**src/hw/rtl/r2hsl_pkg.sv**
```systemverilog
`timescale 1ns / 1ps

package r2hsl_pkg;

    localparam int COMPONENT_BITS = 8;
    localparam int HUE_FRAC_BITS  = 6;

    localparam int HUE_W = 15;
    localparam int SAT_W = 8;
    localparam int LX2_W = 9;

    localparam int SUM_W = COMPONENT_BITS + 1;
    localparam int HA_W  = HUE_FRAC_BITS + 9;
    localparam int HQ_W  = HUE_FRAC_BITS + 7;
    localparam int HN_W  = COMPONENT_BITS + HQ_W;
    localparam int SQ_W  = 8;
    localparam int SN_W  = COMPONENT_BITS + SQ_W;
    localparam int DIV_STAGES = (HQ_W > SQ_W) ? HQ_W : SQ_W;

    localparam logic [SUM_W-1:0] CH_MAX    = SUM_W'((1 << COMPONENT_BITS) - 1);
    localparam logic [SUM_W-1:0] CH_MAX_X2 = SUM_W'(2 * ((1 << COMPONENT_BITS) - 1));
    localparam logic [SN_W-1:0]  SAT_SCALE = SN_W'(255);

    localparam logic [HA_W-1:0] HUE_SECTOR = HA_W'(60 << HUE_FRAC_BITS);
    localparam logic [HA_W-1:0] FULL_TURN  = HA_W'(360 << HUE_FRAC_BITS);

    localparam logic [HA_W-1:0] HUE_OFS_RED_POS = '0;
    localparam logic [HA_W-1:0] HUE_OFS_GREEN   = HA_W'(60 << HUE_FRAC_BITS);
    localparam logic [HA_W-1:0] HUE_OFS_BLUE    = HA_W'(180 << HUE_FRAC_BITS);
    localparam logic [HA_W-1:0] HUE_OFS_RED_NEG = HA_W'(300 << HUE_FRAC_BITS);

    typedef logic [COMPONENT_BITS-1:0] chan_t;
    typedef logic [SUM_W-1:0]          sum_t;
    typedef logic [HA_W-1:0]           hacc_t;

    typedef struct packed {
        chan_t            d;
        chan_t            den;
        chan_t            hrem;
        logic [HQ_W-1:0]  hq;
        chan_t            srem;
        logic [SQ_W-1:0]  sq;
        hacc_t            ofs;
        sum_t             sum;
        logic             zero;
    } div_t;

    function automatic div_t div_step(input div_t s, input logic hue_on, input logic sat_on);
        div_t                  o;
        logic [COMPONENT_BITS:0] ht;
        logic [COMPONENT_BITS:0] st;
        o  = s;
        ht = {s.hrem, s.hq[HQ_W-1]};
        st = {s.srem, s.sq[SQ_W-1]};
        if (hue_on)
        begin
            if (ht >= {1'b0, s.d})
            begin
                o.hrem = COMPONENT_BITS'(ht - {1'b0, s.d});
                o.hq   = {s.hq[HQ_W-2:0], 1'b1};
            end
            else
            begin
                o.hrem = ht[COMPONENT_BITS-1:0];
                o.hq   = {s.hq[HQ_W-2:0], 1'b0};
            end
        end
        if (sat_on)
        begin
            if (st >= {1'b0, s.den})
            begin
                o.srem = COMPONENT_BITS'(st - {1'b0, s.den});
                o.sq   = {s.sq[SQ_W-2:0], 1'b1};
            end
            else
            begin
                o.srem = st[COMPONENT_BITS-1:0];
                o.sq   = {s.sq[SQ_W-2:0], 1'b0};
            end
        end
        return o;
    endfunction

endpackage

```
**src/hw/rtl/rgb_to_hsl_converter_top.sv**
```systemverilog
`timescale 1ns / 1ps

// RGB to HSL pixel converter.
// Input channel: pixel_valid / pixel_ready with red, green, blue (8 bits each).
// Output channel: result_valid / result_ready with hue (1/64 degree units,
// 0..23039), saturation (0..255) and lightness_x2 (max + min, 0..510).
// A word is taken on each edge where valid and ready are both high.
// A pixel accepted on the input passes through three front stages, one
// numerator stage, thirteen divider stages and one output stage to the result
// port. The hue quotient is built one bit per stage by a pipelined restoring
// divider, the saturation quotient likewise in parallel.
// Throughput: one pixel per clock while result_ready stays high.
// Every stage holds its own valid bit; a stage loads whenever it is empty or
// the stage after it moves, so bubbles close up during a stall and the input
// keeps being accepted until the whole pipeline is full.
// When the receiver stalls, the output word holds steady until taken.
// Reset (rst_n low, asynchronous) empties the pipeline; nothing else is kept.
module rgb_to_hsl_converter_top
    import r2hsl_pkg::*;
(
    input  logic               clk,
    input  logic               rst_n,
    input  logic               pixel_valid,
    output logic               pixel_ready,
    input  chan_t              red,
    input  chan_t              green,
    input  chan_t              blue,
    output logic               result_valid,
    input  logic               result_ready,
    output logic [HUE_W-1:0]   hue,
    output logic [SAT_W-1:0]   saturation,
    output logic [LX2_W-1:0]   lightness_x2
);

    localparam int DS = DIV_STAGES;

    // stage 1: captured pixel
    logic  v1_reg;
    chan_t r1_reg, g1_reg, b1_reg;

    // stage 2: extremes and sector
    logic  v2_reg;
    chan_t r2_reg, g2_reg, b2_reg, hi2_reg, lo2_reg;
    logic  red_top2_reg, green_top2_reg, g_ge_b2_reg;
    chan_t hi2_next, lo2_next;
    logic  red_top2_next, green_top2_next, g_ge_b2_next;

    // stage 3: difference, sum, hue term, saturation divisor
    logic  v3_reg;
    chan_t d3_reg, den3_reg;
    sum_t  sum3_reg, t3_reg;
    hacc_t ofs3_reg;
    chan_t d3_next, den3_next;
    sum_t  sum3_next, t3_next;
    hacc_t ofs3_next;

    // divider stages
    logic [DS:0]     dv_reg;
    logic [DS:0]     en_d;
    div_t            dp_reg  [0:DS];
    div_t            dp_next [0:DS];
    logic [HN_W-1:0] hn;
    logic [SN_W-1:0] sn;

    // output stage
    logic             ov_reg;
    logic [HUE_W-1:0] hue_reg, hue_next;
    logic [SAT_W-1:0] sat_reg, sat_next;
    logic [LX2_W-1:0] lx2_reg, lx2_next;
    hacc_t            hsum;

    logic en_o, en3, en2, en1;

    assign en_o     = !ov_reg || result_ready;
    assign en_d[DS] = !dv_reg[DS] || en_o;

    genvar k;
    generate
        for (k = 0; k < DS; k++)
        begin : g_en
            assign en_d[k] = !dv_reg[k] || en_d[k+1];
        end
    endgenerate

    assign en3 = !v3_reg || en_d[0];
    assign en2 = !v2_reg || en3;
    assign en1 = !v1_reg || en2;

    assign pixel_ready = en1;

    // stage 1
    always_ff @(posedge clk or negedge rst_n)
    begin
        if (!rst_n)
        begin
            v1_reg <= 1'b0;
        end
        else if (en1)
        begin
            v1_reg <= pixel_valid;
        end
    end

    always_ff @(posedge clk)
    begin
        if (en1)
        begin
            r1_reg <= red;
            g1_reg <= green;
            b1_reg <= blue;
        end
    end

    // stage 2
    always_comb
    begin
        red_top2_next   = (r1_reg >= g1_reg) && (r1_reg >= b1_reg);
        g_ge_b2_next    = (g1_reg >= b1_reg);
        green_top2_next = !red_top2_next && g_ge_b2_next;
        if (red_top2_next)
        begin
            hi2_next = r1_reg;
        end
        else if (g_ge_b2_next)
        begin
            hi2_next = g1_reg;
        end
        else
        begin
            hi2_next = b1_reg;
        end
        lo2_next = r1_reg;
        if (g1_reg < lo2_next)
        begin
            lo2_next = g1_reg;
        end
        if (b1_reg < lo2_next)
        begin
            lo2_next = b1_reg;
        end
    end

    always_ff @(posedge clk or negedge rst_n)
    begin
        if (!rst_n)
        begin
            v2_reg <= 1'b0;
        end
        else if (en2)
        begin
            v2_reg <= v1_reg;
        end
    end

    always_ff @(posedge clk)
    begin
        if (en2)
        begin
            r2_reg         <= r1_reg;
            g2_reg         <= g1_reg;
            b2_reg         <= b1_reg;
            hi2_reg        <= hi2_next;
            lo2_reg        <= lo2_next;
            red_top2_reg   <= red_top2_next;
            green_top2_reg <= green_top2_next;
            g_ge_b2_reg    <= g_ge_b2_next;
        end
    end

    // stage 3
    always_comb
    begin
        d3_next   = hi2_reg - lo2_reg;
        sum3_next = SUM_W'(hi2_reg) + SUM_W'(lo2_reg);
        if (sum3_next <= CH_MAX)
        begin
            den3_next = sum3_next[COMPONENT_BITS-1:0];
        end
        else
        begin
            den3_next = COMPONENT_BITS'(CH_MAX_X2 - sum3_next);
        end
        if (red_top2_reg && g_ge_b2_reg)
        begin
            t3_next   = SUM_W'(g2_reg) - SUM_W'(b2_reg);
            ofs3_next = HUE_OFS_RED_POS;
        end
        else if (red_top2_reg)
        begin
            t3_next   = SUM_W'(d3_next) + SUM_W'(g2_reg) - SUM_W'(b2_reg);
            ofs3_next = HUE_OFS_RED_NEG;
        end
        else if (green_top2_reg)
        begin
            t3_next   = SUM_W'(d3_next) + SUM_W'(b2_reg) - SUM_W'(r2_reg);
            ofs3_next = HUE_OFS_GREEN;
        end
        else
        begin
            t3_next   = SUM_W'(d3_next) + SUM_W'(r2_reg) - SUM_W'(g2_reg);
            ofs3_next = HUE_OFS_BLUE;
        end
    end

    always_ff @(posedge clk or negedge rst_n)
    begin
        if (!rst_n)
        begin
            v3_reg <= 1'b0;
        end
        else if (en3)
        begin
            v3_reg <= v2_reg;
        end
    end

    always_ff @(posedge clk)
    begin
        if (en3)
        begin
            d3_reg   <= d3_next;
            den3_reg <= den3_next;
            sum3_reg <= sum3_next;
            t3_reg   <= t3_next;
            ofs3_reg <= ofs3_next;
        end
    end

    // divider stage 0: rounded numerators, split into remainder and shift part
    always_comb
    begin
        hn = HN_W'(t3_reg) * HN_W'(HUE_SECTOR) + HN_W'(d3_reg >> 1);
        sn = SN_W'(d3_reg) * SAT_SCALE + SN_W'(den3_reg >> 1);
        dp_next[0].d    = d3_reg;
        dp_next[0].den  = den3_reg;
        dp_next[0].hrem = hn[HN_W-1:HQ_W];
        dp_next[0].hq   = hn[HQ_W-1:0];
        dp_next[0].srem = sn[SN_W-1:SQ_W];
        dp_next[0].sq   = sn[SQ_W-1:0];
        dp_next[0].ofs  = ofs3_reg;
        dp_next[0].sum  = sum3_reg;
        dp_next[0].zero = (d3_reg == '0);
    end

    generate
        for (k = 1; k <= DS; k++)
        begin : g_div
            assign dp_next[k] = div_step(dp_reg[k-1], 1'(k <= HQ_W), 1'(k <= SQ_W));
        end
    endgenerate

    always_ff @(posedge clk or negedge rst_n)
    begin
        if (!rst_n)
        begin
            dv_reg <= '0;
        end
        else
        begin
            if (en_d[0])
            begin
                dv_reg[0] <= v3_reg;
            end
            for (int i = 1; i <= DS; i++)
            begin
                if (en_d[i])
                begin
                    dv_reg[i] <= dv_reg[i-1];
                end
            end
        end
    end

    always_ff @(posedge clk)
    begin
        for (int i = 0; i <= DS; i++)
        begin
            if (en_d[i])
            begin
                dp_reg[i] <= dp_next[i];
            end
        end
    end

    // output stage: add sector offset, wrap a full turn, zero hue and saturation of gray pixels
    always_comb
    begin
        hsum = dp_reg[DS].ofs + HA_W'(dp_reg[DS].hq);
        if (hsum >= FULL_TURN)
        begin
            hsum = hsum - FULL_TURN;
        end
        if (dp_reg[DS].zero)
        begin
            hue_next = '0;
            sat_next = '0;
        end
        else
        begin
            hue_next = HUE_W'(hsum);
            sat_next = SAT_W'(dp_reg[DS].sq);
        end
        lx2_next = LX2_W'(dp_reg[DS].sum);
    end

    always_ff @(posedge clk or negedge rst_n)
    begin
        if (!rst_n)
        begin
            ov_reg <= 1'b0;
        end
        else if (en_o)
        begin
            ov_reg <= dv_reg[DS];
        end
    end

    always_ff @(posedge clk)
    begin
        if (en_o)
        begin
            hue_reg <= hue_next;
            sat_reg <= sat_next;
            lx2_reg <= lx2_next;
        end
    end

    assign result_valid = ov_reg;
    assign hue          = hue_reg;
    assign saturation   = sat_reg;
    assign lightness_x2 = lx2_reg;

endmodule

```
**config.mk**
```make
export PLATFORM = sky130hd
export DESIGN_NAME = rgb_to_hsl_converter_top
export DESIGN_NICKNAME = d
export VERILOG_FILES = /design/src/hw/rtl/r2hsl_pkg.sv /design/src/hw/rtl/rgb_to_hsl_converter_top.sv
export SDC_FILE = /design/constraint.sdc
export NUM_CORES = 1
export LEC_CHECK = 0
export BUFFER_PORTS_ARGS = -buffer_cell sky130_fd_sc_hd__buf_4
export CORE_MARGIN = 2
export CORE_UTILIZATION = 54
export DETAILED_ROUTE_END_ITERATION = 6
export HOLD_SLACK_MARGIN = 0.12
export PLACE_DENSITY = 0.72
export SYNTH_ARGS = -nofsm -noshare
export SYNTH_HDL_FRONTEND = slang
export SYNTH_SLANG_ARGS = --single-unit
```
**constraint.sdc**
```tcl
create_clock -name clk -period 16.5 [get_ports clk]
set_clock_uncertainty 0.15 [all_clocks]
set_input_delay 0.825 -clock clk [delete_from_list [all_inputs] [get_ports clk]]
set_output_delay 0.825 -clock clk [all_outputs]
set_load 0.01 [all_outputs]
```
Word-level counts from Yosys, hierarchy flattened
Memories as Yosys holds them, arrays and structs flattened.
Index checks and enable logic that the tools add are counted.

storage, ports and cells
  register bits after elaboration = 166
  RAM bits = 1,092
  input port bits = 28
  output and inout port bits = 34
  word-level logic and storage cells = 206
  memories kept = 1

operators by class
  add/subtract/negate cells = 35
  multipliers = 2
  $lt $le $gt $ge = 28
  muxes and demuxes = 60
  reductions and logical operators = 42

memory list
  memory  words  width  read ports  clocked after Yosys merged registers in  wr ports  line                            source
  dp_reg  14     78     14          0                                        14        rgb_to_hsl_converter_top.sv:60  div_t dp_reg [0:DS];

operators with widths
  operator                                                        count
  2-to-1 mux 21 bit                                               13
  greater-or-equal comparator 9 x 8 -> 1 bit                      21
  subtractor 8 bit                                                22
  2-to-1 mux 16 bit                                               8
  2-to-1 mux 8 bit                                                5
  adder 8 x 8 -> 9 bit                                            4
  2-to-1 mux 15 bit                                               2
  2-to-1 mux 1 bit                                                28
  2-to-1 mux 9 bit                                                3
  subtractor 9 x 8 -> 9 bit                                       3
  greater-or-equal comparator 8 bit                               3
  adder 21 x 7 -> 21 bit                                          1
  zero test 1 bit                                                 19
  logical OR 1 bit                                                18
  adder 16 x 7 -> 16 bit                                          1
  less-than comparator 8 bit                                      2
  multiplier 8 x 8 -> 16 bit, second input constant               1
  adder 15 x 13 -> 15 bit                                         1
  greater-or-equal comparator 15 bit, second input constant       1
  subtractor 15 bit, second input constant                        1
  2-to-1 mux 14 bit                                               1
  multiplier 9 x 4 -> 13 bit, second input constant               1
  less-or-equal comparator 9 x 8 -> 1 bit, second input constant  1
  subtractor 8 x 8 -> 9 bit                                       1
  4 further kinds                                                 6

Depth between registers and ports, before layout
Gate-level depths: netlist of run 1.

  depth after elaboration = 19
  depth in mapped cells = 18
  mapped depth without buffers = 18

Least setup slack after synthesis of run 1
Ideal clock, no wire load.

  kind = input -> register
  from = input result_ready
  to = memory dp_reg[0][0] (netlist name) (enable)
  library setup time = 924 ps
  arrival = 7,330 ps
  required time = 15,426 ps
  setup slack = 8,096 ps
  cell stages on the path = 9
  buffers on the path = 0
  path through = nand2b_1 -> nor2_2 -> inv_1 -> nor2_1 -> inv_1 -> nor2_1 -> nand3_1 -> nor2_2 -> nand4_1

RTL lines
  what         line                            source
  from (decl)  rgb_to_hsl_converter_top.sv:29  input logic result_ready,
  to (decl)    rgb_to_hsl_converter_top.sv:60

Final worst setup path of run 1
  from = register ov_reg (netlist: result_valid)
  to = output pixel_ready

on the way
  longest elaborated chain between the ends = 19

RTL lines
  what                            line                             source
  from (decl)                     rgb_to_hsl_converter_top.sv:66   logic ov_reg;
  from (signal assigned)          rgb_to_hsl_converter_top.sv:314  ov_reg <= dv_reg[DS];
  zero test 1 bit                 rgb_to_hsl_converter_top.sv:74   assign en_o = !ov_reg || result_ready;
  logical OR 1 bit                rgb_to_hsl_converter_top.sv:74
  via en_o                        rgb_to_hsl_converter_top.sv:72   logic en_o, en3, en2, en1;
  logical OR 1 bit                rgb_to_hsl_converter_top.sv:75   assign en_d[DS] = !dv_reg[DS] || en_o;
  via en_d[13]                    rgb_to_hsl_converter_top.sv:59   logic [DS:0] en_d;
  logical OR 1 bit (3 in series)  rgb_to_hsl_converter_top.sv:81   assign en_d[k] = !dv_reg[k] || en_d[k+1];
  via en_d[10]                    rgb_to_hsl_converter_top.sv:59
  logical OR 1 bit (6 in series)  rgb_to_hsl_converter_top.sv:81
  via en_d[4]                     rgb_to_hsl_converter_top.sv:59
  logical OR 1 bit (4 in series)  rgb_to_hsl_converter_top.sv:81
  logical OR 1 bit                rgb_to_hsl_converter_top.sv:85   assign en3 = !v3_reg || en_d[0];
  logical OR 1 bit                rgb_to_hsl_converter_top.sv:86   assign en2 = !v2_reg || en3;
  logical OR 1 bit                rgb_to_hsl_converter_top.sv:87   assign en1 = !v1_reg || en2;
  to (decl)                       rgb_to_hsl_converter_top.sv:24   output logic pixel_ready,

The timed path passes the listed nets, and every way through them passes these cells.

==> results of run 1 <==
final cells by class:
class / instances / area [sq um] / area share
clock inverters: 46 / 477 / 0.0101
clock buffers: 115 / 2320 / 0.0493
inverters: 418 / 1570 / 0.0332
well taps: 1040 / 1300 / 0.0276
flip-flops and latches: 897 / 26800 / 0.569
repair buffers: 79 / 596 / 0.0126
multi-input cells: 1642 / 14100 / 0.298
worst max-delay path: cells and delay by family, from the launching register on:
family | cells | cell delay, ps
AND/OR/NAND/NOR | 8 | 1230
flip-flops | 1 | 390
buffers and inverters | 7 | 2110
kinds of logic after synthesis:
family                     synth area share
AOI/OAI and AO/OA                    0.0667
xor gates and xnor gates             0.0259
adders and majority gates             0.138
buffers and inverters                0.0386
DFF                                   0.631
muxes                                0.0417
and+or+nand+nor                      0.0580
per-layer routing:
layer | part of all wire | GRT usage | routed length (um)
met3 | 0.035 | 0.0254 | 2500
met4 | 0.030 | 0.0650 | 2160
met1 | 0.41 | 0.222 | 29900
met2 | 0.52 | 0.330 | 37800
met5 | 0 | 0 | 0
path summary, 6_finish.rpt:
kind                       cells past startpoint      startpoint  slack (ps)             end
max                                           15    result_valid       11100     pixel_ready
min                                            1        green[1]         190       g1_reg[1]
max reg2reg                                   17       d3_reg[2]       11670   dp_reg[0][40]
min reg2reg                                    0  dp_reg[0][186]         250  dp_reg[0][265]
max in group asynchronous                      2           rst_n       15500          v1_reg
min in group asynchronous                      2           rst_n         450       dv_reg[9]
through the flow:
stage               instances   util  setup WS, ps  area (sq um)
floorplan                2972      -          8100         42500
global placement         4075  0.571         11280         44400
detailed placement       4075  0.571         11180         44400
CTS                      4237  0.607         10970         47200
global route             4237  0.607         10690         47200
finish                   4237  0.607         11100         47200
cell usage in the layout, fill, tap and decap left out, types with 55 or more instances in the layout:
master / n
inv_1: 414
nand2b_1: 67
fa_1: 97
o21ai_0: 116
mux2i_1: 68
a21oi_1: 101
clkbuf_16: 89
xnor2_1: 101
mux2_2: 97
ha_1: 314
buf_4: 78
nor2b_1: 55
edfxtp_1: 879
nor2_1: 216
==> impl_metrics.tcl, run 1 <==
set metrics [dict create \
    io_buffers 61 \
    finalSetupViolations 0 \
    synth_top_area_cell "edfxtp_1" \
    synth_area_sq_mm 0.0425 \
    routed_via_density 5.36 \
    maxClockFrequency_mhz 185 \
    nFillCells 5703 \
    grt_pass1_vias 23400 \
    cts_tree "built" \
    rsz0062_at_grt "false" \
    io_pins 62 \
    ys_ff_latch 897 \
    grt_pass1_wl_um 119000 \
    cp.arrival_ps 4420 \
    wire_per_inst_um 17.1 \
    drc 0 \
    drt_wl_total_um 72300 \
    setup_tns_ps 0 \
    clockBufferDepth 3 \
    grt_use_total 0.182 \
    drt_first_iter_violations 1322 \
    crit_top_cell "buf_4" \
    drive_above_1_share 0.108 \
    nets 3566 \
    netlist_instances 2972 \
    insertion_delay_ps 660 \
    dp.final_hpwl_um 53200 \
    hold_viol_final 0 \
    cp-end-kind "output port" \
    outcome "finished, final reports clean" \
    drtAntennaViolNets 0 \
    grt_max_degree 62 \
    start_util 0.547 \
    tightestPinTransition_ps 1280 \
    hold_slack_ps 190 \
    numCtsBuffers 89 \
    first_pass_iters 7 \
    start_kind "flip-flop" \
    antenna_found_initial 0 \
    grt_overflow 0 \
    core_area_sq_mm 0.0777 \
    cts.clk_slew.worst_paths_ps 60 \
    min_period_ps 5400 \
    synthTopCellsByCount "edfxtp_1 (879), inv_1 (418), ha_1 (314), nor2_1 (216), o21ai_0 (116)" \
    largest_reg_flops 743 \
    area_growth_pct 10.9 \
    cp_slowest_cell "buf_4" \
    vias 22700 \
    yosys_warnings 0 \
    min_period_over_period 0.327 \
    cts_hold_buffers 1 \
    syn_nets 3411 \
    num_antenna_cells 0 \
    synth.most_common_cell "edfxtp_1" \
    rows 102 \
    cap_violations 0 \
    crit_required_ps 15530 \
    ys_top_cells_by_area "edfxtp_1 (62%), ha_1 (9.2%), fa_1 (4.6%), inv_1 (3.7%), mux2_2 (2.6%)" \
    synth-edff-count 879 \
    gp_congestion 0.876 \
    hold_path.class "in -> reg" \
    crit_chain "nand2b_1 > buf_4 > nor2_2 > inv_1 > nor2_1 > inv_2 > buf_4 > nor2_1 > nand3_2 > buf_4 > nor2_2 > and3_1 > nand2_1 > buf_4 > buf_4" \
    chipWidth_um 285 \
    critPathKind "reg -> out" \
    cts_resized 0 \
    htree_levels 3 \
    synth_seq_area_share 0.631 \
    cts_setup_buffers 0 \
    slowest_delay_ps 600 \
    fp.dieH_um 285 \
    ys.flop_type "edfxtp_1" \
    synth_top_area_share 0.621 \
    synth_area_per_cell_sq_um 14.3 \
    cts_sinks 897 \
    synthArstFlopShare 0.0201 \
    maxSlewViolCount 0 \
    crit_fanout 60 \
    yosysUniqueCellTypes 68 \
    die-area_sq_mm 0.0810 \
    cts-root-buf "clkbuf_16" \
    slew_headroom 0.149 \
]
Power of run 1 is left out: the tool's default activity adds up to more than one toggle a clock period on the data nets, which glitch-free logic cannot reach.
==> run 2: changes to the inputs <==
Settings changed: ABC_AREA set to 1.
Clock period 16.5 ns to 5.2 ns, I/O delays scaled along.
==> run 2 against run 1 <==
- via count rose by 7.0%
- sequential share of layout area fell by 1.4 points
- first-iteration DRC count up 13%
- register-to-register slack got worse by 11000 ps
- sequential cell count unchanged
==> impl_metrics.tcl, run 2 <==
set metrics [dict create \
    fp.dieH_um 286 \
    min_period_ps 4680 \
    crit_fanout 5 \
    drt_wl_total_um 71300 \
    dp.final_hpwl_um 51900 \
    rsz0062_at_grt "false" \
    start_util 0.544 \
    ys.flop_type "edfxtp_1" \
    insertion_delay_ps 690 \
    cts_tree "built" \
    grt_max_degree 61 \
    drive_above_1_share 0.0832 \
    io_pins 62 \
    vias 24300 \
    routed_via_density 5.06 \
    htree_levels 3 \
    mostFrequentLayoutCell "edfxtp_1" \
    first_pass_iters 5 \
    holdPathStages 2 \
    netlist_instances 3461 \
    synth.most_common_cell "edfxtp_1" \
    mostFrequentLayoutCells "edfxtp_1 (879), inv_1 (590), nand2_1 (568)" \
    ys_top_cells_by_area "edfxtp_1 (62%), ha_1 (9.2%), inv_1 (5.2%), nand2_1 (5.0%), fa_1 (4.5%)" \
    synth_top_area_share 0.616 \
    crit_required_ps 5410 \
    io_buffers 61 \
    nFillCells 5962 \
    outcome "finished, final reports clean" \
    yosysUniqueCellTypes 56 \
    grt_use_total 0.182 \
    numCtsBuffers 92 \
    hold_path.class "in -> reg" \
    gp_congestion 0.864 \
    critPathKind "reg -> reg" \
    finalSetupViolations 0 \
    grt_overflow 0 \
    grt_pass1_vias 24500 \
    synthArstFlopShare 0.0201 \
    synthTopCellsByCount "edfxtp_1 (879), inv_1 (597), nand2_1 (571), ha_1 (314), nand3_1 (184)" \
    cts.clk_slew.worst_paths_ps 60 \
    hold_slack_ps 168 \
    antenna_found_initial 1 \
    rrSetupSlack_ps 520 \
    chipWidth_um 286 \
    ff2ff_path_depth 17 \
    synth_seq_area_share 0.626 \
    cp.arrival_ps 4890 \
    start_kind "flip-flop" \
    grt_pass1_wl_um 120000 \
    crit_start "d3_reg[4]" \
    worstHoldEndpoint "b1_reg[1]" \
    area_growth_pct 12.8 \
    cap_violations 0 \
    largest_reg_flops 743 \
    reg2reg_from "d3_reg[4]" \
    drtAntennaViolNets 0 \
    rows 103 \
    hold_viol_final 0 \
    cts_sinks 897 \
    drc 0 \
    wire_per_inst_um 14.9 \
    core_area_sq_mm 0.0787 \
    r2r_end "dp_reg[0][40]" \
    syn_nets 3900 \
    maxClockFrequency_mhz 214 \
    nets 4112 \
    synth-edff-count 879 \
    maxSlewViolCount 0 \
    num_antenna_cells 0 \
    ys_ff_latch 897 \
    drt_first_iter_violations 1488 \
    cp-end-kind "flip-flop" \
    synth_area_sq_mm 0.0429 \
    die-area_sq_mm 0.0817 \
    setup_tns_ps 0 \
    synth_top_area_cell "edfxtp_1" \
    yosys_warnings 0 \
    min_period_over_period 0.900 \
    cts-root-buf "clkbuf_16" \
    slew_headroom 0.263 \
    clockBufferDepth 3 \
    synth_area_per_cell_sq_um 12.4 \
    tightestPinTransition_ps 1100 \
    hp-start "blue[1]" \
]
## run 2: cell count changes in the layout (fill, tap and decap cells not counted), sizes merged, moves of 40 or more
cell / delta
dlygate4sd3: +48
inv: +194
nor2: -85
xnor2: -70
nand3: +179
mux2i: -68
nand2: +551
nand2b: -67
a21boi: -52
xor2: +85
mux2: -97
a21oi: +40
nor2b: -55
## run 2: final cells by class
type                       instances  area, sq um  share of cell area
clock inverter                    63          723              0.0150
timing repair buffer             129         1090              0.0226
multi-input combinational       1931        13700               0.283
tap                             1050         1310              0.0272
clock buffer                     108         2360              0.0489
sequential                       897        26800               0.555
inverter                         622         2340              0.0484
## run 2: per-stage QoR
step	utilization	setup slack, ps	area (sq um)	std cells
2_1_floorplan	-	-211	42900	3461
3_3_place_gp	0.568	448	44800	4578
3_5_place_dp	0.568	424	44800	4578
4_1_cts	0.614	362	48300	4798
5_1_grt	0.614	59.8	48400	4800
6_report	0.614	522	48400	4800
## run 2: critical path, cell delays in order, from the launching register on
cell	delay [ps]
edfxtp_1	510
inv_1	160
fa_1	510
inv_1	70
fa_1	500
inv_1	50
fa_1	480
fa_1	540
inv_1	40
ha_1	350
nand2_1	100
o21ai_0	160
a21oi_1	80
o21ai_0	280
a21oi_1	110
nor2_1	90
nor2_1	50
xor2_1	130
## run 2: kinds of logic after synthesis
logic type                 after synthesis  share of synthesized area
AOI/OAI and AO/OA                      364                     0.0475
xor gates and xnor gates               141                     0.0298
adders and majority gates              411                      0.137
buffers and inverters                  633                     0.0557
DFF                                    897                      0.626
and+or+nand+nor                       1015                      0.104
## run 2: how the worst max path moves through the flow
stage                               end  slack, ps
after CTS                 dp_reg[0][40]        360
after global placement    dp_reg[0][39]        450
after floorplan            dp_reg[0][0]       -210
after detailed placement  dp_reg[0][40]        420
final                     dp_reg[0][40]        520
after global routing      dp_reg[0][40]         60
## run 2: what timing repair did
item | 4_1_cts | 5_1_grt
endpoints found under the setup margin | 0 | 1
resized for setup | 0 | 0
setup buffers | 0 | 2
endpoints found under the hold margin | 55 | 0
hold buffers | 49 | 0
## run 2: routing by layer
metal | GRT usage | up-vias | share of wire
met2 | 0.323 | 460 | 0.51
met4 | 0.0688 | 2 | 0.033
met3 | 0.0278 | 147 | 0.041
met5 | 0 | - | 0.00013
li1 | - | 12300 | -
met1 | 0.224 | 11400 | 0.42
Power of run 2 is left out for the same reason.
==> run 3: changes to the inputs <==
--- a/config.mk
+++ b/config.mk
@@ -12,3 +12,2 @@
 export DETAILED_ROUTE_END_ITERATION = 6
-export HOLD_SLACK_MARGIN = 0.12
 export PLACE_DENSITY = 0.72
--- a/constraint.sdc
+++ b/constraint.sdc
@@ -4,2 +4,2 @@
 set_output_delay 0.26 -clock clk [all_outputs]
-set_load 0.01 [all_outputs]
+set_load 0.005 [all_outputs]
==> run 3 against run 2 <==
- wire length down 0.52%
- clock-buffer cell count up 7
- maximum frequency up 0.29%
- sequential share of layout area up 0.44 points
- final cell count down 0.63%
- critical endpoint unchanged
==> impl_metrics.tcl, run 3 (synthesis results as in run 2) <==
set metrics [dict create \
    outcome "finished, final reports clean" \
    maxClockFrequency_mhz 214 \
    clockBufferDepth 3 \
    critPathKind "reg -> reg" \
    drtAntennaViolNets 0 \
    crit_required_ps 5420 \
    chipWidth_um 286 \
    wire_per_inst_um 14.9 \
    cp-end-kind "flip-flop" \
    final_cells 4770 \
    cts_tree "built" \
    maxSlewViolCount 0 \
    mostFrequentLayoutCell "edfxtp_1" \
    gp_congestion 0.864 \
    grt_overflow 0 \
    io_pins 62 \
    hold_path.class "in -> reg" \
    cp.arrival_ps 4890 \
    die-area_sq_mm 0.0817 \
    mostFrequentLayoutCells "edfxtp_1 (879), inv_1 (590), nand2_1 (568)" \
    setup_slack_ps 535 \
    antenna_found_initial 2 \
    first_pass_iters 6 \
    nets 4086 \
    slowest_delay_ps 570 \
    critical_path_buf_inv_count 4 \
    grt_pass1_vias 24200 \
    cts.clk_slew.worst_paths_ps 60 \
    rows 103 \
    cap_violations 0 \
    dp.final_hpwl_um 51900 \
    pre_cts_ws_ps 409 \
    crit_family "adder cells" \
    rsz0062_at_grt "false" \
    final_cell_area_sq_mm 0.0480 \
    min_period_over_period 0.897 \
    grt_use_total 0.179 \
    drt_first_iter_violations 1360 \
    slew_headroom 0.239 \
    area_growth_pct 11.9 \
    crit_chain "inv_1 > fa_1 > inv_1 > fa_1 > inv_1 > fa_1 > fa_1 > inv_1 > ha_1 > nand2_1 > o21ai_0 > a21oi_1 > o21ai_0 > a21oi_1 > nor2_1 > nor2_1 > xor2_1" \
    drc 0 \
    io_buffers 61 \
    drive_above_1_share 0.0815 \
    start_kind "flip-flop" \
    insertion_delay_ps 670 \
    grt_pass1_wl_um 118000 \
    numCtsBuffers 89 \
    largest_reg_flops 743 \
    cts_sinks 897 \
    core_area_sq_mm 0.0787 \
    cts-root-buf "clkbuf_16" \
    fp.dieH_um 286 \
    routed_via_density 5.04 \
    min_period_ps 4660 \
    start_util 0.544 \
    dp.cells 4577 \
    grt_max_degree 61 \
    tightestPinTransition_ps 1140 \
    drt_wl_total_um 70900 \
    dpl_cell_area_sq_mm 0.0448 \
    cp_slowest_cell "fa_1" \
    finalSetupViolations 0 \
    vias 24000 \
    hold_viol_final 0 \
    htree_levels 3 \
    crit_fanout 4 \
]
==> run 3: worst register-to-register path: cells and delay by family, from the launching register on <==
family	cells	cell delay, ps
fa+ha+maj	5	2440
compound gates	4	640
flops	1	440
buf+inv	4	350
simple gates	3	240
xor+xnor	1	140
==> run 3: layer usage <==
metal	up-vias	wire length, um	track usage
li1	12200	-	-
met1	11300	29800	0.220
met2	431	35700	0.319
met3	135	3230	0.0301
met4	2	2270	0.0656
met5	-	13	0
==> run 3: worst paths after layout <==
| kind | start | to | slack (ps) | cells after the start |
|---|---|---|---|---|
| worst min register to register | dp_reg[0][431] | dp_reg[0][510] | 230 | 0 |
| worst max-delay path | d3_reg[2] | dp_reg[0][40] | 540 | 17 |
| worst min-delay path | result_ready | result_valid | 50 | 5 |
| max in group asynchronous | rst_n | dv_reg[1] | 3780 | 3 |
| worst max register to register | d3_reg[2] | dp_reg[0][40] | 540 | 17 |
| min in group asynchronous | rst_n | dv_reg[0] | 610 | 3 |
==> run 3: stage by stage <==
step | hold WS [ps] | utilization | TNS, ps
2_1_floorplan | -186 | - | -15650
3_5_place_dp | -2.04 | 0.568 | 0
6_report | 48.5 | 0.609 | 0
3_3_place_gp | -8.73 | 0.568 | 0
5_1_grt | 85.9 | 0.609 | 0
4_1_cts | 27.0 | 0.609 | 0
==> run 3: cell type report <==
| cell class | count | area [sq um] |
|---|---|---|
| inverter | 622 | 2340 |
| clock inverter | 48 | 583 |
| sequential | 897 | 26800 |
| antenna | 1 | 2.50 |
| timing repair buffer | 106 | 863 |
| clock buffer | 115 | 2340 |
| tap | 1050 | 1310 |
| fill | 5996 | 30800 |
| multi-input combinational | 1931 | 13700 |
==> run 3: what timing repair did <==
item	in CTS	in global routing
hold endpoints to repair	43	0
hold buffers	27	0
gates resized for setup	0	0
buffers inserted	0	2
setup endpoints to repair	0	1
Power of run 3 is left out for the same reason.
